## config.mk

```make
export PLATFORM = sky130hd
export DESIGN_NAME = panel_frame_field_parser_flat
export DESIGN_NICKNAME = d
export VERILOG_FILES = /design/src/hdl/pffp_pkg.sv /design/src/hdl/pffp_if.sv /design/src/hdl/panel_frame_field_parser.sv /design/src/flat_wrapper.sv
export SDC_FILE = /design/constraint.sdc
export NUM_CORES = 1
export LEC_CHECK = 0
export BUFFER_PORTS_ARGS = -buffer_cell sky130_fd_sc_hd__buf_2
export CAP_MARGIN = 10
export CORE_ASPECT_RATIO = 1.5
export CORE_UTILIZATION = 65
export DETAILED_ROUTE_END_ITERATION = 10
export PLACE_DENSITY_LB_ADDON = 0.1
export SLEW_MARGIN = 20
export SYNTH_ARGS = -nofsm -noshare
export SYNTH_HDL_FRONTEND = slang
export SYNTH_SLANG_ARGS = --single-unit
```

## constraint.sdc

```tcl
create_clock -name clk -period 6.6 [get_ports clk]
set_input_delay 0 -clock clk [delete_from_list [all_inputs] [get_ports clk]]
set_output_delay 0 -clock clk [all_outputs]
set_load 0.01 [all_outputs]
```

## src/hdl/pffp_pkg.sv

```systemverilog
// ----------------------------------------------------------------------------
// pffp_pkg
// Shared types, codes and helpers for the panel frame field parser.
// ----------------------------------------------------------------------------
`default_nettype none

package pffp_pkg;

    // header length in bytes, 1 to 8
    localparam int HEADER_LENGTH = 4;

    localparam int CHAR_W    = 8;
    localparam int VOLT_W    = 16;
    localparam int CFG_IDX_W = 3;
    localparam int CFG_DAT_W = 32;
    localparam int BITPOS_W  = 18;

    // configuration register indexes
    localparam logic [CFG_IDX_W-1:0] REG_HEADER_WORD    = 3'd0;
    localparam logic [CFG_IDX_W-1:0] REG_SEPARATOR_CHAR = 3'd1;
    localparam logic [CFG_IDX_W-1:0] REG_TERMINATOR     = 3'd2;
    localparam logic [CFG_IDX_W-1:0] REG_BIT_POSITIONS  = 3'd3;

    // reset values of the registers
    localparam logic [31:0]         HEADER_RESET     = 32'h2442_5554;
    localparam logic [CHAR_W-1:0]   SEPARATOR_RESET  = 8'h2C;
    localparam logic [CHAR_W-1:0]   TERMINATOR_RESET = 8'h2A;
    localparam logic [BITPOS_W-1:0] BITPOS_RESET     = 18'h2C688;

    // ascii codes
    localparam logic [CHAR_W-1:0] CHAR_ZERO  = 8'h30;
    localparam logic [CHAR_W-1:0] CHAR_NINE  = 8'h39;
    localparam logic [CHAR_W-1:0] CHAR_LA    = 8'h61;
    localparam logic [CHAR_W-1:0] CHAR_LF    = 8'h66;
    localparam logic [CHAR_W-1:0] CHAR_UA    = 8'h41;
    localparam logic [CHAR_W-1:0] CHAR_UF    = 8'h46;
    localparam logic [CHAR_W-1:0] CHAR_PLUS  = 8'h2B;
    localparam logic [CHAR_W-1:0] CHAR_MINUS = 8'h2D;
    localparam logic [CHAR_W-1:0] CHAR_SPACE = 8'h20;
    localparam logic [CHAR_W-1:0] CHAR_TAB   = 8'h09;
    localparam logic [CHAR_W-1:0] CHAR_CR    = 8'h0D;

    // button bit groups inside bit_positions
    localparam int GRP_VISIBLE = 0;
    localparam int GRP_THERMAL = 1;
    localparam int GRP_TRACK   = 2;
    localparam int GRP_STAB    = 3;
    localparam int GRP_LASER   = 4;
    localparam int GRP_TRIGGER = 5;

    // decoded output codes
    localparam logic [1:0] CAM_NONE    = 2'd0;
    localparam logic [1:0] CAM_VISIBLE = 2'd1;
    localparam logic [1:0] CAM_THERMAL = 2'd2;
    localparam logic [1:0] MOV_MANUAL  = 2'd0;
    localparam logic [1:0] MOV_TRACK   = 2'd1;
    localparam logic [1:0] MOV_STAB    = 2'd2;

    typedef enum logic [4:0] {
        PH_IDLE   = 5'b00001,
        PH_HEADER = 5'b00010,
        PH_PRESEP = 5'b00100,
        PH_BUTTON = 5'b01000,
        PH_VOLT   = 5'b10000
    } phase_t;

    typedef enum logic [2:0] {
        SCAN_WS     = 3'b001,
        SCAN_DIGITS = 3'b010,
        SCAN_DONE   = 3'b100
    } scan_t;

    typedef struct packed {
        logic              frame_accepted;
        logic [7:0]        button_byte;
        logic [VOLT_W-1:0] voltage_value;
        logic [1:0]        camera_select;
        logic [1:0]        movement_mode;
        logic              laser_power;
        logic              trigger_enable;
    } res_t;

    // header byte i, first byte in the top position, zero beyond the word
    function automatic logic [CHAR_W-1:0] header_byte(input logic [31:0] word,
                                                      input logic [2:0]  idx);
        logic [CHAR_W-1:0] b;
        int                pos;
        b   = '0;
        pos = HEADER_LENGTH - 1 - int'(idx);
        if (int'(idx) < HEADER_LENGTH && pos < 4)
        begin
            b = word[8*pos +: 8];
        end
        return b;
    endfunction

    // hex digit value, anything else counts as zero
    function automatic logic [3:0] hex_value(input logic [CHAR_W-1:0] c);
        logic [3:0] v;
        v = '0;
        if (c >= CHAR_ZERO && c <= CHAR_NINE)
        begin
            v = 4'(c - CHAR_ZERO);
        end
        else if (c >= CHAR_LA && c <= CHAR_LF)
        begin
            v = 4'(c - CHAR_LA + 8'd10);
        end
        else if (c >= CHAR_UA && c <= CHAR_UF)
        begin
            v = 4'(c - CHAR_UA + 8'd10);
        end
        return v;
    endfunction

    function automatic logic is_space(input logic [CHAR_W-1:0] c);
        return (c == CHAR_SPACE) || (c >= CHAR_TAB && c <= CHAR_CR);
    endfunction

    function automatic logic button_bit(input logic [7:0]          b,
                                        input logic [BITPOS_W-1:0] bp,
                                        input int                  grp);
        logic [2:0] pos;
        pos = bp[3*grp +: 3];
        return b[pos];
    endfunction

endpackage

`default_nettype wire

```

## src/hdl/pffp_if.sv

```systemverilog
// ----------------------------------------------------------------------------
// pffp channel interfaces
// Character input, result output and configuration write channels.
// ----------------------------------------------------------------------------
`default_nettype none

interface pffp_char_if;
    import pffp_pkg::*;
    logic              valid;
    logic              ready;
    logic [CHAR_W-1:0] rx_char;
    modport source (output valid, output rx_char, input ready);
    modport sink   (input valid, input rx_char, output ready);
endinterface

interface pffp_result_if;
    import pffp_pkg::*;
    logic              valid;
    logic              ready;
    logic              frame_accepted;
    logic [7:0]        button_byte;
    logic [VOLT_W-1:0] voltage_value;
    logic [1:0]        camera_select;
    logic [1:0]        movement_mode;
    logic              laser_power;
    logic              trigger_enable;
    modport source (output valid, output frame_accepted, output button_byte,
                    output voltage_value, output camera_select, output movement_mode,
                    output laser_power, output trigger_enable, input ready);
    modport sink   (input valid, input frame_accepted, input button_byte,
                    input voltage_value, input camera_select, input movement_mode,
                    input laser_power, input trigger_enable, output ready);
endinterface

interface pffp_cfg_if;
    import pffp_pkg::*;
    logic                 valid;
    logic                 ready;
    logic [CFG_IDX_W-1:0] index;
    logic [CFG_DAT_W-1:0] data;
    modport source (output valid, output index, output data, input ready);
    modport sink   (input valid, input index, input data, output ready);
endinterface

`default_nettype wire

```

## src/hdl/panel_frame_field_parser.sv

```systemverilog
// ----------------------------------------------------------------------------
// panel_frame_field_parser
// Parses control panel frames from a character stream, one character a cycle while rx.ready is high.
// ----------------------------------------------------------------------------
// usage
//   rx  : one received character per transfer (rx_char)
//   res : one result per character; frame_accepted marks the character that
//         closed a good frame, the other fields show the held button byte,
//         held voltage and the camera, movement, laser and trigger decode
//   cfg : register writes (header word, separator, terminator, bit positions),
//         always ready, to be used only while the parser is idle
// result: registered in out_reg, or in the skid entry while res is stalled
// throughput: one character per cycle; the parser state is updated in the
//   same cycle as the transfer, so each character sees the previous one's state
// the result register is backed by one skid entry, so one more character is
//   taken while a result waits; with both full, rx.ready drops until res drains
// reset: registers return to "$BUT", ',' and '*', bit positions 0..5, the
//   parser goes idle and the held button byte and voltage read zero
// ----------------------------------------------------------------------------
`default_nettype none

module panel_frame_field_parser
(
    input  wire logic    clk,
    input  wire logic    rst_n,
    pffp_char_if.sink    rx,
    pffp_result_if.source res,
    pffp_cfg_if.sink     cfg
);
    import pffp_pkg::*;

    // configuration registers
    logic [31:0]         header_word_reg;
    logic [CHAR_W-1:0]   separator_reg;
    logic [CHAR_W-1:0]   terminator_reg;
    logic [BITPOS_W-1:0] bit_positions_reg;

    // parser state
    phase_t            phase_reg,        phase_next;
    logic [2:0]        header_index_reg, header_index_next;
    logic              header_match_reg, header_match_next;
    logic [3:0]        hex_first_reg,    hex_first_next;
    logic [3:0]        hex_second_reg,   hex_second_next;
    logic [1:0]        hex_count_reg,    hex_count_next;
    logic [VOLT_W-1:0] dec_acc_reg,      dec_acc_next;
    logic              dec_neg_reg,      dec_neg_next;
    scan_t             scan_reg,         scan_next;
    logic [7:0]        held_button_reg,  held_button_next;
    logic [VOLT_W-1:0] held_voltage_reg, held_voltage_next;

    // output register and skid entry
    res_t out_reg;
    logic out_valid_reg;
    res_t skid_reg;
    logic skid_valid_reg;

    logic              rx_fire;
    logic              out_free;
    logic              accepted;
    logic [CHAR_W-1:0] c;
    logic              is_digit;
    logic [3:0]        digit_val;
    logic [VOLT_W-1:0] acc_times_ten;
    logic [2:0]        header_index_inc;
    res_t              res_new;

    assign cfg.ready = 1'b1;
    assign rx.ready  = !skid_valid_reg;
    assign rx_fire   = rx.valid && rx.ready;
    assign out_free  = !out_valid_reg || res.ready;

    assign c             = rx.rx_char;
    assign is_digit      = (c >= CHAR_ZERO) && (c <= CHAR_NINE);
    assign digit_val     = 4'(c - CHAR_ZERO);
    // acc * 10 as two shifts, wrapping at 16 bits
    assign acc_times_ten = VOLT_W'({dec_acc_reg, 3'b000} + {dec_acc_reg, 1'b0});
    assign header_index_inc = header_index_reg + 3'd1;

    // configuration writes
    always_ff @(posedge clk or negedge rst_n)
    begin
        if (!rst_n)
        begin
            header_word_reg   <= HEADER_RESET;
            separator_reg     <= SEPARATOR_RESET;
            terminator_reg    <= TERMINATOR_RESET;
            bit_positions_reg <= BITPOS_RESET;
        end
        else if (cfg.valid && cfg.ready)
        begin
            unique case (cfg.index)
                REG_HEADER_WORD:    header_word_reg   <= cfg.data;
                REG_SEPARATOR_CHAR: separator_reg     <= cfg.data[CHAR_W-1:0];
                REG_TERMINATOR:     terminator_reg    <= cfg.data[CHAR_W-1:0];
                REG_BIT_POSITIONS:  bit_positions_reg <= cfg.data[BITPOS_W-1:0];
                default:            ;  // writes beyond the register list are dropped
            endcase
        end
    end

    // next parser state for the character in transfer
    always_comb
    begin
        phase_next        = phase_reg;
        header_index_next = header_index_reg;
        header_match_next = header_match_reg;
        hex_first_next    = hex_first_reg;
        hex_second_next   = hex_second_reg;
        hex_count_next    = hex_count_reg;
        dec_acc_next      = dec_acc_reg;
        dec_neg_next      = dec_neg_reg;
        scan_next         = scan_reg;
        held_button_next  = held_button_reg;
        held_voltage_next = held_voltage_reg;
        accepted          = 1'b0;

        if (rx_fire)
        begin
            if (c == header_byte(header_word_reg, 3'd0))
            begin
                // first header byte always restarts the frame
                header_match_next = 1'b0;
                hex_first_next    = '0;
                hex_second_next   = '0;
                hex_count_next    = '0;
                dec_acc_next      = '0;
                dec_neg_next      = 1'b0;
                scan_next         = SCAN_WS;
                header_index_next = 3'd1;
                if (HEADER_LENGTH <= 1)
                begin
                    header_match_next = 1'b1;
                    phase_next        = PH_PRESEP;
                end
                else
                begin
                    phase_next = PH_HEADER;
                end
            end
            else if (c == terminator_reg)
            begin
                if (phase_reg == PH_VOLT && header_match_reg)
                begin
                    case (hex_count_reg)
                        2'd0:    held_button_next = 8'h00;
                        2'd1:    held_button_next = {4'h0, hex_first_reg};
                        default: held_button_next = {hex_first_reg, hex_second_reg};
                    endcase
                    held_voltage_next = dec_neg_reg ? VOLT_W'(-dec_acc_reg) : dec_acc_reg;
                    accepted          = 1'b1;
                end
                phase_next = PH_IDLE;
            end
            else
            begin
                unique case (phase_reg)
                    PH_IDLE:
                    begin
                    end
                    PH_HEADER:
                    begin
                        if (c == header_byte(header_word_reg, header_index_reg))
                        begin
                            header_index_next = header_index_inc;
                            if ({1'b0, header_index_inc} >= 4'(HEADER_LENGTH)
                                || header_index_inc == 3'd0)
                            begin
                                header_match_next = 1'b1;
                                phase_next        = PH_PRESEP;
                            end
                        end
                        else
                        begin
                            phase_next = PH_IDLE;
                        end
                    end
                    PH_PRESEP:
                    begin
                        if (c == separator_reg)
                        begin
                            phase_next = PH_BUTTON;
                        end
                    end
                    PH_BUTTON:
                    begin
                        if (c == separator_reg)
                        begin
                            phase_next = PH_VOLT;
                        end
                        else if (hex_count_reg == 2'd0)
                        begin
                            hex_first_next = hex_value(c);
                            hex_count_next = 2'd1;
                        end
                        else if (hex_count_reg == 2'd1)
                        begin
                            hex_second_next = hex_value(c);
                            hex_count_next  = 2'd2;
                        end
                    end
                    PH_VOLT:
                    begin
                        // atol style scan: blanks, one sign, digits
                        unique case (scan_reg)
                            SCAN_WS:
                            begin
                                if (is_space(c))
                                begin
                                end
                                else if (c == CHAR_PLUS || c == CHAR_MINUS)
                                begin
                                    dec_neg_next = (c == CHAR_MINUS);
                                    scan_next    = SCAN_DIGITS;
                                end
                                else if (is_digit)
                                begin
                                    scan_next    = SCAN_DIGITS;
                                    dec_acc_next = acc_times_ten + VOLT_W'(digit_val);
                                end
                                else
                                begin
                                    scan_next = SCAN_DONE;
                                end
                            end
                            SCAN_DIGITS:
                            begin
                                if (is_digit)
                                begin
                                    dec_acc_next = acc_times_ten + VOLT_W'(digit_val);
                                end
                                else
                                begin
                                    scan_next = SCAN_DONE;
                                end
                            end
                            SCAN_DONE:
                            begin
                            end
                            default:
                            begin
                                scan_next = SCAN_DONE;
                            end
                        endcase
                    end
                    default:
                    begin
                        phase_next = PH_IDLE;
                    end
                endcase
            end
        end
    end

    // result for this character, decoded from the updated held button byte
    always_comb
    begin
        res_new.frame_accepted = accepted;
        res_new.button_byte    = held_button_next;
        res_new.voltage_value  = held_voltage_next;
        if (button_bit(held_button_next, bit_positions_reg, GRP_VISIBLE))
        begin
            res_new.camera_select = CAM_VISIBLE;
        end
        else if (button_bit(held_button_next, bit_positions_reg, GRP_THERMAL))
        begin
            res_new.camera_select = CAM_THERMAL;
        end
        else
        begin
            res_new.camera_select = CAM_NONE;
        end
        if (button_bit(held_button_next, bit_positions_reg, GRP_TRACK))
        begin
            res_new.movement_mode = MOV_TRACK;
        end
        else if (button_bit(held_button_next, bit_positions_reg, GRP_STAB))
        begin
            res_new.movement_mode = MOV_STAB;
        end
        else
        begin
            res_new.movement_mode = MOV_MANUAL;
        end
        res_new.laser_power    = button_bit(held_button_next, bit_positions_reg, GRP_LASER);
        res_new.trigger_enable = button_bit(held_button_next, bit_positions_reg, GRP_TRIGGER);
    end

    // parser state registers
    always_ff @(posedge clk or negedge rst_n)
    begin
        if (!rst_n)
        begin
            phase_reg        <= PH_IDLE;
            header_index_reg <= '0;
            header_match_reg <= 1'b0;
            hex_first_reg    <= '0;
            hex_second_reg   <= '0;
            hex_count_reg    <= '0;
            dec_acc_reg      <= '0;
            dec_neg_reg      <= 1'b0;
            scan_reg         <= SCAN_WS;
            held_button_reg  <= '0;
            held_voltage_reg <= '0;
        end
        else
        begin
            phase_reg        <= phase_next;
            header_index_reg <= header_index_next;
            header_match_reg <= header_match_next;
            hex_first_reg    <= hex_first_next;
            hex_second_reg   <= hex_second_next;
            hex_count_reg    <= hex_count_next;
            dec_acc_reg      <= dec_acc_next;
            dec_neg_reg      <= dec_neg_next;
            scan_reg         <= scan_next;
            held_button_reg  <= held_button_next;
            held_voltage_reg <= held_voltage_next;
        end
    end

    // output register with one skid entry
    always_ff @(posedge clk or negedge rst_n)
    begin
        if (!rst_n)
        begin
            out_valid_reg  <= 1'b0;
            skid_valid_reg <= 1'b0;
        end
        else if (out_free)
        begin
            if (skid_valid_reg)
            begin
                out_valid_reg  <= 1'b1;
                skid_valid_reg <= 1'b0;
            end
            else
            begin
                out_valid_reg <= rx_fire;
            end
        end
        else if (rx_fire)
        begin
            // result held downstream, park the new one
            skid_valid_reg <= 1'b1;
        end
    end

    always_ff @(posedge clk)
    begin
        if (out_free)
        begin
            out_reg <= skid_valid_reg ? skid_reg : res_new;
        end
        if (!out_free && rx_fire)
        begin
            skid_reg <= res_new;
        end
    end

    assign res.valid          = out_valid_reg;
    assign res.frame_accepted = out_reg.frame_accepted;
    assign res.button_byte    = out_reg.button_byte;
    assign res.voltage_value  = out_reg.voltage_value;
    assign res.camera_select  = out_reg.camera_select;
    assign res.movement_mode  = out_reg.movement_mode;
    assign res.laser_power    = out_reg.laser_power;
    assign res.trigger_enable = out_reg.trigger_enable;

endmodule

`default_nettype wire

```

## src/flat_wrapper.sv

```systemverilog
// flat-port wrapper written by rule: the top's interface ports become plain ports
module panel_frame_field_parser_flat import pffp_pkg::*;
  (clk, rst_n, rx_valid, rx_rx_char, rx_ready, res_valid, res_frame_accepted, res_button_byte, res_voltage_value, res_camera_select, res_movement_mode, res_laser_power, res_trigger_enable, res_ready, cfg_valid, cfg_index, cfg_data, cfg_ready);
  pffp_char_if rx_i ();
  pffp_result_if res_i ();
  pffp_cfg_if cfg_i ();
  input  wire logic clk;
  input  wire logic rst_n;
  input wire logic [$bits(rx_i.valid)-1:0] rx_valid;
  input wire logic [$bits(rx_i.rx_char)-1:0] rx_rx_char;
  output wire logic [$bits(rx_i.ready)-1:0] rx_ready;
  output wire logic [$bits(res_i.valid)-1:0] res_valid;
  output wire logic [$bits(res_i.frame_accepted)-1:0] res_frame_accepted;
  output wire logic [$bits(res_i.button_byte)-1:0] res_button_byte;
  output wire logic [$bits(res_i.voltage_value)-1:0] res_voltage_value;
  output wire logic [$bits(res_i.camera_select)-1:0] res_camera_select;
  output wire logic [$bits(res_i.movement_mode)-1:0] res_movement_mode;
  output wire logic [$bits(res_i.laser_power)-1:0] res_laser_power;
  output wire logic [$bits(res_i.trigger_enable)-1:0] res_trigger_enable;
  input wire logic [$bits(res_i.ready)-1:0] res_ready;
  input wire logic [$bits(cfg_i.valid)-1:0] cfg_valid;
  input wire logic [$bits(cfg_i.index)-1:0] cfg_index;
  input wire logic [$bits(cfg_i.data)-1:0] cfg_data;
  output wire logic [$bits(cfg_i.ready)-1:0] cfg_ready;
  assign rx_i.valid = rx_valid;
  assign rx_i.rx_char = rx_rx_char;
  assign rx_ready = rx_i.ready;
  assign res_valid = res_i.valid;
  assign res_frame_accepted = res_i.frame_accepted;
  assign res_button_byte = res_i.button_byte;
  assign res_voltage_value = res_i.voltage_value;
  assign res_camera_select = res_i.camera_select;
  assign res_movement_mode = res_i.movement_mode;
  assign res_laser_power = res_i.laser_power;
  assign res_trigger_enable = res_i.trigger_enable;
  assign res_i.ready = res_ready;
  assign cfg_i.valid = cfg_valid;
  assign cfg_i.index = cfg_index;
  assign cfg_i.data = cfg_data;
  assign cfg_ready = cfg_i.ready;
  panel_frame_field_parser u_core (.clk(clk), .rst_n(rst_n), .rx(rx_i), .res(res_i), .cfg(cfg_i));
endmodule
```

==> run summary, run 1 <==
GLOBAL ROUTING
--------------------------------------------------------------------------------
First-pass GRT wire length                                              39010 µm
Overall routing resource usage                                            0.3169
Number of antenna violations at the first check in global routing              0
Maximum number of pins on one net before global-route repair                  49
Gr ovfl total                                                                  0
Via count of the first global-routing pass                                  7396

FINISH
--------------------------------------------------------------------------------
Area of the multi-input gates                                           4698 µm²
Register cell area after layout                                         5172 µm²
Post-route cell area                                                   11700 µm²
Final core utilization                                                    0.7690
Number of flip-flops in the largest register                                  32
Net total in the final layout                                               1020
# diodes                                                                       0
Area added between synthesis and finish                                   14.90%
Layout cell share with drive strength beyond 1                            0.2937
# fillers                                                                    968

FLOORPLAN
--------------------------------------------------------------------------------
Core region area                                                       15210 µm²
Chip Height                                                             155.3 µm
IO Count                                                                      82
Total Die Area                                                         16170 µm²
Initial core utilization                                                  0.6693
Horizontal extent of the die                                            104.2 µm
Number of rows created at floorplan                                           55

TIMING
--------------------------------------------------------------------------------
Final WS setup                                                          3.144 ns
Final setup vio count                                                          0
Summed negative setup slack over all endpoints                              0 ns
Headroom to the max-slew limit                                            0.3423
Unrepaired setup endpoints after global routing                               no
Slew at the pin closest to its max-slew limit                          0.9838 ns
Final hold violations                                                          0
Max Slew Vio Count                                                             0
Ratio of final minimum period to clock period                             0.5237
Final critical-path required period                                     3.456 ns
Achievable clock frequency                                             289.3 MHz
Fin Clk Skew                                                          0.01483 ns

CLOCK TREE
--------------------------------------------------------------------------------
TritonCTS Buffers                                                             17
Latest clock arrival within the worst-skew pair                          0.44 ns
Sink count of the clock tree                                                 193
H-Tree Level Count                                                             4
Maximum count of clock buffers along a single path                             2
Clock root buffer                                                   sky130_fd_sc_hd__clkbuf_16
Clock-pin transition on the worst setup and hold timing paths            0.08 ns
Clock tree from TritonCTS                                                    yes

CRITICAL PATH
--------------------------------------------------------------------------------
Signal arrival time at the worst endpoint                                3.64 ns
Maximum fanout count along the critical path                                  21
Type of destination of the critical path                                register
Most frequent cell on the critical path                             sky130_fd_sc_hd__nand2_1
Critical Path Max Stage Delay                                            0.65 ns
Ordered cell list for the critical path                             clkinv_1, nand2_1, a21o_4, nor2_4, mux2i_1, inv_1, a221oi_1, nand2_1, mux2_2
R2r startpoint                                                      u_core.skid_valid_reg
Worst-path cell with the longest stage delay                        sky130_fd_sc_hd__dfrtp_1
Crit path kind                                                      register to register
Worst r2r path cells                                                           9
Critical path startpoint category                                       register
Setup slack of the most critical reg-to-reg path                         3.14 ns
End of the worst register-to-register path                          u_core.res.camera_select[0]
WP data required                                                         6.78 ns

MIN PATH
--------------------------------------------------------------------------------
Hold Crit Class                                                     input pin to register
Worst Min Path Start                                                rx_rx_char[0]
Number of instances on the worst hold path                                     2
Destination of the worst hold path                                  u_core.dec_acc_reg[0]

FLOW RUN
--------------------------------------------------------------------------------
Number of violations of the max-capacitance limit                              0

SYNTH
--------------------------------------------------------------------------------
Post-synthesis cell type count                                                75
Top-area cell type share of the netlist area                              0.2581
Synth Flop Type                                                     sky130_fd_sc_hd__dfrtp_1
Synthesized area per cell                                              12.26 µm²
Yosys reg bits                                                               193
Syn. warnings                                                                  0
Cell Area, Synth                                                       10180 µm²
Synth area leader                                                   sky130_fd_sc_hd__dfrtp_1
Number of synthesized flops with an enable pin                                62
Fraction of registers with async set or reset after synthesis             0.6788
Number of standard cells after synthesis                                     830
Net count after synthesis                                                    913
Leading cell types by total area after synthesis                    sky130_fd_sc_hd__dfrtp_1, sky130_fd_sc_hd__edfxtp_1, sky130_fd_sc_hd__mux2_2
Sequential share of the synthesized area                                  0.5082

ROUTING
--------------------------------------------------------------------------------
Post-Route M1 WL                                                         9000 µm
WL met2                                                                 12860 µm
Avg Vias per Cell                                                          6.209
WL final                                                                23680 µm
DRC violation count after routing                                              0
Wirelength per Cell                                                     20.60 µm
Initial DRC count                                                            538
Top layer reached by signal wires                                           met4
Total met3 wirelength after detailed routing                              926 µm
Total via count in the routed design                                        7134
Initial DRT Pass Iterations                                                    6
Residual antenna-violating net count after detailed routing                    0

PLACEMENT
--------------------------------------------------------------------------------
DPL Wire Length                                                         16530 µm
Routability cong.                                                         0.8503
Count of input and output buffers                                             80
Worst setup timing slack at the placement stage                         3.169 ns
Instance area at placement                                             10700 µm²

PWR
--------------------------------------------------------------------------------
Worst voltage drop across the vdd grid                                  218.6 µV
Pwr/cell area                                                       262.5 nW/µm²
Leakage power                                                           5.068 nW

STATUS
--------------------------------------------------------------------------------
Run status                                                          finished, final reports clean

[stage by stage]
stage,hold slack [ns],std cells,power [mW]
2_1_floorplan,-0.2956,830,1.818
3_3_place_gp,0.01110,1082,1.939
3_5_place_dp,0.01988,1082,1.965
4_1_cts,0.01383,1149,3.082
5_1_grt,0.01820,1149,3.192
6_report,0.03144,1149,3.070
[layout make-up]
cell class	count	share of cell area
clock buffer	17	0.03638
clock inverter	15	0.01883
inverter	31	0.009950
multi-input combinational	571	0.4017
sequential	193	0.4423
tap	199	0.02129
timing repair buffer	123	0.06954
[cells in the mapped netlist, drive strengths merged (8+ instances only)]
library cell    n
dfrtp         105
inv            30
nor4            9
buf            13
nor3b           8
o21ai          42
ha             33
nor2           50
mux4           20
clkbuf         22
mux2i          16
nand3           9
mux2           98
a21oi          16
dfstp          26
xor2           38
or3            10
xnor2          15
nor2b           9
nor3           10
edfxtp         62
nand2          78
a22o           12
[kinds of logic (layout without fill, tap and decap cells)]
family	count (synthesis)	after routing	share of synthesized area
compound gates	130	130	0.08900
fa+ha+maj	35	35	0.04450
mux	134	134	0.1688
simple gates	218	218	0.1119
other cells	1	1	0.0003684
xor+xnor	53	53	0.04634
flops	193	193	0.5082
buf+inv	66	186	0.03098
[placed cells by master (no fill, tap or decap), drive strengths merged, types with 4 or more instances in the layout]
master,count
dfrtp,105
mux2,98
buf,88
nand2,78
edfxtp,62
nor2,50
o21ai,42
inv,39
xor2,38
dlygate4sd3,35
ha,33
dfstp,26
mux4,20
clkbuf,17
mux2i,16
a21oi,16
xnor2,15
a22o,12
or3,10
nor3,10
nor2b,9
nand3,9
nor4,9
nor3b,8
a32o,7
a21o,7
and2,6
nand2b,6
o21a,6
clkinv,6
a31oi,5
o41ai,5
and3,4
o31ai,4
or2,4
[critical path: cells and delay by family (launching register included)]
| kind | cells | cell delay, ns |
|---|---|---|
| mux | 2 | 0.82 |
| flops | 1 | 0.65 |
| simple gates | 3 | 0.84 |
| compound gates | 2 | 0.58 |
| buf+inv | 2 | 0.30 |
[power breakdown]
| group | switching, mW | internal (mW) | leakage (nW) |
|---|---|---|---|
| clock network | 0.544 | 0.563 | 0.312 |
| registers | 0.126 | 1.40 | 2.24 |
| logic | 0.210 | 0.230 | 2.51 |
| total | 0.880 | 2.19 | 5.07 |
[how the worst max path moves through the flow]
stage                                  endpoint             startpoint  cells past startpoint
CTS                 u_core.res.camera_select[0]  u_core.skid_valid_reg                      9
floorplan                u_core.dec_acc_reg[15]  u_core.dec_acc_reg[0]                     12
global route        u_core.res.camera_select[0]  u_core.skid_valid_reg                      9
global placement    u_core.res.camera_select[0]  u_core.skid_valid_reg                      8
finish              u_core.res.camera_select[0]  u_core.skid_valid_reg                      9
detailed placement  u_core.res.camera_select[0]  u_core.skid_valid_reg                      9
[per-layer routing]
layer / up-vias / track usage
met1: 3590 / 0.3660
met5: - / 0
met4: 0 / 0.1374
met2: 245 / 0.5848
li1: 3253 / -
met3: 46 / 0.04566
[timing repair]
action	CTS	global route
endpoints found under the hold margin	109	0
hold buffers	35	0
resized for setup	0	0
setup buffers	0	0
Note: power is estimated with default switching activity, not from simulation.
==> run 2: changes to the inputs <==
--- a/config.mk
+++ b/config.mk
@@ -8,7 +8,7 @@
 export BUFFER_PORTS_ARGS = -buffer_cell sky130_fd_sc_hd__buf_2
 export CAP_MARGIN = 10
 export CORE_ASPECT_RATIO = 1.5
-export CORE_UTILIZATION = 65
+export CORE_UTILIZATION = 60
 export DETAILED_ROUTE_END_ITERATION = 10
 export PLACE_DENSITY_LB_ADDON = 0.1
 export SLEW_MARGIN = 20
==> constraint.sdc (replaced) <==
create_clock -name clk -period 3.4 [get_ports clk]
set_input_delay 0 -clock clk [delete_from_list [all_inputs] [get_ports clk]]
set_output_delay 0 -clock clk [all_outputs]
set_load 0.01 [all_outputs]
==> run summary, run 2 (synthesized netlist as in run 1, its figures left out) <==
GLOBAL ROUTING
--------------------------------------------------------------------------------
Overall routing resource usage                                            0.2934   -0.02357
Via count of the first global-routing pass                                  7234   -2.2%
First-pass GRT wire length                                              38140 µm   -2.2%
Gr ovfl total                                                                  0   unchanged
Number of antenna violations at the first check in global routing              0   unchanged
Maximum number of pins on one net before global-route repair                  68   +39%

FLOORPLAN
--------------------------------------------------------------------------------
Initial core utilization                                                  0.6098   -0.05945
IO Count                                                                      82   unchanged
Horizontal extent of the die                                            108.3 µm   +4.0%
Total Die Area                                                         17500 µm²   +8.2%
Number of rows created at floorplan                                           58   +5.5%
Chip Height                                                             161.5 µm   +4.0%
Core region area                                                       16690 µm²   +9.7%

CRITICAL PATH
--------------------------------------------------------------------------------
Worst-path cell with the longest stage delay                        sky130_fd_sc_hd__fa_1
WP data required                                                         3.72 ns   -3.06 ns
R2r startpoint                                                      u_core.dec_acc_reg[2]
Crit path kind                                                      register to register
Critical Path Max Stage Delay                                            0.57 ns   -0.08 ns
Ordered cell list for the critical path                             inv_2, fa_1, inv_1, ha_1, a21o_1, a21o_1, a21oi_2, o21a_1, nor3_1, o311a_1, or3_1, a32o_1
Critical path startpoint category                                       register
Setup slack of the most critical reg-to-reg path                         0.17 ns   -2.98 ns
End of the worst register-to-register path                          u_core.dec_acc_reg[15]
Maximum fanout count along the critical path                                   5   -76%
Worst r2r path cells                                                          12   +3
Signal arrival time at the worst endpoint                                3.55 ns   -0.09 ns
Type of destination of the critical path                                register
Most frequent cell on the critical path                             sky130_fd_sc_hd__a21o_1

PLACEMENT
--------------------------------------------------------------------------------
Routability cong.                                                         0.8580   +0.91%
Count of input and output buffers                                             80   unchanged
Worst setup timing slack at the placement stage                        0.1440 ns   -3.025 ns
DPL Wire Length                                                         16910 µm   +2.3%

CLOCK TREE
--------------------------------------------------------------------------------
Latest clock arrival within the worst-skew pair                          0.44 ns   about the same
Clock root buffer                                                   sky130_fd_sc_hd__clkbuf_16
Sink count of the clock tree                                                 193   unchanged
H-Tree Level Count                                                             4   unchanged
Clock tree from TritonCTS                                                    yes
TritonCTS Buffers                                                             17   unchanged
Clock-pin transition on the worst setup and hold timing paths            0.08 ns   about the same
Maximum count of clock buffers along a single path                             2   unchanged

STATUS
--------------------------------------------------------------------------------
Run status                                                          finished, final reports clean

TIMING
--------------------------------------------------------------------------------
Fin Clk Skew                                                          0.01242 ns   -0.002417 ns
Final setup vio count                                                          0   unchanged
Achievable clock frequency                                             309.3 MHz   +6.9%
Final hold violations                                                          0   unchanged
Headroom to the max-slew limit                                            0.3723   +0.02998
Slew at the pin closest to its max-slew limit                          0.9389 ns   -0.04485 ns
Ratio of final minimum period to clock period                             0.9509   +0.4272
Final hold slack                                                      0.03567 ns   +0.004227 ns
Max Slew Vio Count                                                             0   unchanged
Final WS setup                                                         0.1668 ns   -2.977 ns
Final critical-path required period                                     3.233 ns   -0.2233 ns

ROUTING
--------------------------------------------------------------------------------
Wirelength per Cell                                                     20.39 µm   -1.1%
WL final                                                                23890 µm   +0.92%
Avg Vias per Cell                                                          5.991   -3.5%
Residual antenna-violating net count after detailed routing                    0   unchanged
Initial DRT Pass Iterations                                                    6   unchanged
Total via count in the routed design                                        7021   -1.6%
Initial DRC count                                                            348   -35%
DRC violation count after routing                                              0   unchanged

MIN PATH
--------------------------------------------------------------------------------
Worst Min Path Start                                                rx_rx_char[2]
Hold Crit Class                                                     input pin to register
Destination of the worst hold path                                  u_core.dec_neg_reg
Number of instances on the worst hold path                                     3   +1

FINISH
--------------------------------------------------------------------------------
Net total in the final layout                                               1032   +1.2%
Commonest cells after routing, fill and taps aside                  sky130_fd_sc_hd__dfrtp_1, sky130_fd_sc_hd__mux2_2, sky130_fd_sc_hd__buf_2, sky130_fd_sc_hd__nand2_1, sky130_fd_sc_hd__edfxtp_1
Area added between synthesis and finish                                   15.77%
Number of flip-flops in the largest register                                  32   unchanged
# diodes                                                                       0   unchanged
Most common cell after layout, fill and taps aside                  sky130_fd_sc_hd__dfrtp_1
# fillers                                                                   1196   +24%
Final core utilization                                                    0.7060   -0.06299
Layout cell share with drive strength beyond 1                            0.3035   +0.009850

PWR
--------------------------------------------------------------------------------
Leakage power                                                           5.110 nW   +0.83%
Pwr/cell area                                                       494.0 nW/µm²   +88%
Worst voltage drop across the vdd grid                                  446.1 µV   +100%

FLOW RUN
--------------------------------------------------------------------------------
Number of violations of the max-capacitance limit                              0   unchanged

run 2: changes by cell type in the layout (fill, tap and decap cells not counted):
cell,previous run,this run
sky130_fd_sc_hd__buf_4,9,20
sky130_fd_sc_hd__clkinvlp_4,0,2
sky130_fd_sc_hd__inv_8,3,2
sky130_fd_sc_hd__clkinv_1,1,2
sky130_fd_sc_hd__clkbuf_8,0,1
sky130_fd_sc_hd__inv_12,3,1
sky130_fd_sc_hd__dlygate4sd3_1,35,34
sky130_fd_sc_hd__a21oi_1,16,15
sky130_fd_sc_hd__a21oi_2,0,1
sky130_fd_sc_hd__bufinv_16,1,0
sky130_fd_sc_hd__buf_12,0,2
run 2: worst max-delay path by stage:
| stage | slack [ns] | cells past startpoint | endpoint | from |
|---|---|---|---|---|
| after floorplan | 0.38 | 12 | u_core.dec_acc_reg[15] | u_core.dec_acc_reg[0] |
| after global placement | 0.25 | 12 | u_core.dec_acc_reg[15] | u_core.dec_acc_reg[0] |
| after detailed placement | 0.14 | 8 | u_core.res.camera_select[0] | u_core.phase_reg[3] |
| after CTS | 0.12 | 8 | u_core.res.camera_select[0] | u_core.phase_reg[3] |
| after global routing | -0.008 | 12 | u_core.dec_acc_reg[15] | u_core.dec_acc_reg[2] |
| final | 0.17 | 12 | u_core.dec_acc_reg[15] | u_core.dec_acc_reg[2] |
run 2: final cells by class:
| cell class | count | area (µm²) | area share |
|---|---|---|---|
| Tap cell | 210 | 262.8 | 0.02230 |
| Sequential cell | 193 | 5172 | 0.4389 |
| Clock inverter | 14 | 165.2 | 0.01402 |
| Multi-Input combinational cell | 571 | 4702 | 0.3990 |
| Inverter | 31 | 116.4 | 0.009875 |
| Clock buffer | 18 | 439.2 | 0.03727 |
| Timing Repair Buffer | 135 | 925.9 | 0.07857 |
run 2: through the flow:
step           std cells    TNS, ns  power, mW  instance area, µm²
3_3_place_gp        1103          0      3.779               10800
2_1_floorplan        830          0      3.530               10180
6_report            1172          0      5.821               11780
3_5_place_dp        1103          0      3.830               10800
4_1_cts             1169          0      5.844               11750
5_1_grt             1172  -0.007696      6.042               11780
run 2: timing repair:
action                     CTS  global route
setup endpoints to repair    0             6
buffers inserted             0             3
hold endpoints to repair   121             0
resized for setup            0             1
hold buffers                34             0
run 2: metal layers:
metal,routed length (µm),vias to the layer above,GRT usage
met4,1137,0,0.1517
met3,724,59,0.04681
met1,9233,3488,0.3454
met5,0,-,0
met2,12800,201,0.5107
li1,-,3273,-
run 2: critical path: cells and delay by family (launching register included):
family	cells	cell delay, ns
buf+inv	2	0.13
flops	1	0.43
compound gates	6	1.30
fa+ha+maj	2	0.86
simple gates	2	0.39
run 2: report_power, final:
group	switching (mW)	internal, mW	total, mW
combinational	0.420	0.450	0.870
sequential	0.237	2.71	2.95
clock	0.991	1.01	2.00
total	1.65	4.17	5.82
==> run 3: changes to the inputs <==
--- a/config.mk
+++ b/config.mk
@@ -11,6 +11,7 @@
 export CORE_UTILIZATION = 60
 export DETAILED_ROUTE_END_ITERATION = 10
 export PLACE_DENSITY_LB_ADDON = 0.1
+export SETUP_SLACK_MARGIN = 0.2
 export SLEW_MARGIN = 20
 export SYNTH_ARGS = -nofsm -noshare
 export SYNTH_HDL_FRONTEND = slang
==> run summary, run 3 (synthesized netlist as in run 1, its figures left out) <==
STATUS
--------------------------------------------------------------------------------
Run status                                                          finished, final reports clean

PWR
--------------------------------------------------------------------------------
Worst voltage drop across the vdd grid                                  446.6 µV   +0.13%
Leakage power                                                           5.116 nW   +0.12%
Switching share of total power                                            0.2833   about the same
Switching power                                                         1.650 mW   about the same
Proportion of power drawn by combinational gates                           0.150   about the same
Portion of total power attributed to the clock network                     0.344   about the same
Overall Power                                                           5.823 mW   about the same
Internal cell power                                                     4.173 mW   about the same
Pwr/cell area                                                       492.5 nW/µm²   -0.29%
Sequential cell fraction of total power                                    0.507   about the same

GLOBAL ROUTING
--------------------------------------------------------------------------------
Gr ovfl total                                                                  0   unchanged
Maximum number of pins on one net before global-route repair                  68   unchanged
Via count of the first global-routing pass                                  7244   +0.14%
Number of antenna violations at the first check in global routing              0   unchanged
First-pass GRT wire length                                              38170 µm   about the same
Overall routing resource usage                                            0.2937   +0.0003469

CLOCK TREE
--------------------------------------------------------------------------------
Clock tree from TritonCTS                                                    yes
Clock root buffer                                                   sky130_fd_sc_hd__clkbuf_16
Maximum count of clock buffers along a single path                             2   unchanged
Sink count of the clock tree                                                 193   unchanged
H-Tree Level Count                                                             4   unchanged
TritonCTS Buffers                                                             17   unchanged
Latest clock arrival within the worst-skew pair                          0.44 ns   about the same
Clock-pin transition on the worst setup and hold timing paths            0.08 ns   about the same

CRITICAL PATH
--------------------------------------------------------------------------------
Critical path startpoint category                                       register
Worst Path Buf+Inv                                                             1   -1
Worst r2r path cells                                                           9   -3
Crit path kind                                                      register to register
End of the worst register-to-register path                          u_core.res.camera_select[0]
R2r startpoint                                                      u_core.phase_reg[3]
Critical Path Max Stage Delay                                            0.50 ns   -0.07 ns
Signal arrival time at the worst endpoint                                3.26 ns   -0.29 ns
Cell class contributing the biggest share of worst-path delay       simple AND/OR/NAND/NOR gates
Worst-path cell with the longest stage delay                        sky130_fd_sc_hd__mux4_2
Setup slack of the most critical reg-to-reg path                         0.33 ns   +0.16 ns
Ordered cell list for the critical path                             nor4b_4, and3_1, nand3_2, nor2_4, buf_12, mux4_2, a222oi_1, nand2_1, mux2_2
Type of destination of the critical path                                register
Maximum fanout count along the critical path                                  13   +8
WP data required                                                         3.59 ns   -0.13 ns

ROUTING
--------------------------------------------------------------------------------
DRC violation count after routing                                              0   unchanged
Wirelength per Cell                                                     20.49 µm   +0.51%
Residual antenna-violating net count after detailed routing                    0   unchanged
Total via count in the routed design                                        7082   +0.87%
Avg Vias per Cell                                                          6.032   +0.70%
WL final                                                                24060 µm   +0.68%
Initial DRT Pass Iterations                                                    5   -1
Initial DRC count                                                            362   +4.0%

MIN PATH
--------------------------------------------------------------------------------
Destination of the worst hold path                                  u_core.dec_neg_reg
Number of instances on the worst hold path                                     3   unchanged
Worst Min Path Start                                                rx_rx_char[2]
Hold Crit Class                                                     input pin to register

FLOORPLAN
--------------------------------------------------------------------------------
Horizontal extent of the die                                            108.3 µm   unchanged
Initial core utilization                                                  0.6098   unchanged
Chip Height                                                             161.5 µm   unchanged
Total Die Area                                                         17500 µm²   unchanged
Number of rows created at floorplan                                           58   unchanged
IO Count                                                                      82   unchanged
Core region area                                                       16690 µm²   unchanged

FINISH
--------------------------------------------------------------------------------
Area added between synthesis and finish                                   16.15%
Layout cell share with drive strength beyond 1                            0.3122   +0.008706
Most common cell after layout, fill and taps aside                  sky130_fd_sc_hd__dfrtp_1
Number of flip-flops in the largest register                                  32   unchanged
Final core utilization                                                    0.7083   +0.002324
Commonest cells after routing, fill and taps aside                  sky130_fd_sc_hd__dfrtp_1, sky130_fd_sc_hd__mux2_2, sky130_fd_sc_hd__buf_2, sky130_fd_sc_hd__nand2_1, sky130_fd_sc_hd__edfxtp_1
Net total in the final layout                                               1034   +0.19%
# diodes                                                                       0   unchanged
Post-route insts no fill                                                    1174   +0.17%

TIMING
--------------------------------------------------------------------------------
Achievable clock frequency                                             325.5 MHz   +5.2%
Slew at the pin closest to its max-slew limit                          0.9373 ns   -0.001637 ns
Max Slew Vio Count                                                             0   unchanged
Unrepaired setup endpoints after global routing                               no
Final hold slack                                                      0.04338 ns   +0.007705 ns
Summed negative setup slack over all endpoints                              0 ns   unchanged
Headroom to the max-slew limit                                            0.3734   +0.001094
Ratio of final minimum period to clock period                             0.9037   -0.04720
Final hold violations                                                          0   unchanged
Fin Clk Skew                                                          0.01109 ns   -0.001331 ns
Final setup vio count                                                          0   unchanged
Final critical-path required period                                     3.073 ns   -0.1605 ns

PLACEMENT
--------------------------------------------------------------------------------
Placed instance count                                                       1103   unchanged
DPL Wire Length                                                         16910 µm   unchanged
Count of input and output buffers                                             80   unchanged
Routability cong.                                                         0.8580   unchanged

FLOW RUN
--------------------------------------------------------------------------------
Number of violations of the max-capacitance limit                              0   unchanged

==> run 3: area by class of cell <==
class,count,area (µm²)
clock inverters,14,165.2
well taps,210,262.8
multi-input cells,571,4722
fillers,1186,4868
clock buffers,18,439.2
flip-flops and latches,193,5176
inverters,31,116.4
repair buffers,137,940.9
==> run 3: how the worst max path moves through the flow <==
stage,start,endpoint,slack [ns],cells past startpoint
after global routing,u_core.dec_acc_reg[0],u_core.dec_acc_reg[15],0.18,12
after global placement,u_core.dec_acc_reg[0],u_core.dec_acc_reg[15],0.25,12
after CTS,u_core.dec_acc_reg[0],u_core.dec_acc_reg[15],0.20,12
after detailed placement,u_core.phase_reg[3],u_core.res.camera_select[0],0.14,8
final,u_core.phase_reg[3],u_core.res.camera_select[0],0.33,9
after floorplan,u_core.dec_acc_reg[0],u_core.dec_acc_reg[15],0.38,12
==> run 3: through the flow <==
| stage | instance area (µm²) | worst slack, ns |
|---|---|---|
| floorplan | 10180 | 0.3830 |
| global placement | 10800 | 0.2485 |
| detailed placement | 10800 | 0.1440 |
| CTS | 11780 | 0.2030 |
| global route | 11820 | 0.1824 |
| finish | 11820 | 0.3273 |
==> run 3: repair_timing <==
item | CTS | global route
hold buffers | 34 | 0
pin swaps | 2 | 8
setup buffers | 2 | 3
endpoints found under the setup margin | 6 | 14
gates resized for setup | 1 | 8
cloned | 0 | 0
hold endpoints to repair | 121 | 0
==> run 3: worst min-delay path, cell delays in order <==
cell and delay [ns]:
sky130_fd_sc_hd__buf_2 0.23, sky130_fd_sc_hd__nand2_1 0.13, sky130_fd_sc_hd__o41ai_1 0.08
==> run 3: per-layer routing <==
metal | global-route usage | wire length, µm | share of wire
met5 | 0 | 0 | 0
met4 | 0.1542 | 1133 | 0.047
met3 | 0.04681 | 743 | 0.031
met2 | 0.5104 | 12860 | 0.53
met1 | 0.3457 | 9319 | 0.39
==> run 3: power groups by stage <==
stage | clock [mW] | combinational [mW] | sequential [mW]
after floorplan | 0 | 0.622 | 2.91
after global placement | 0 | 0.807 | 2.97
after detailed placement | 0 | 0.839 | 2.99
after CTS | 2.03 | 0.873 | 2.94
after global routing | 2.11 | 0.949 | 2.98
final | 2.00 | 0.871 | 2.95
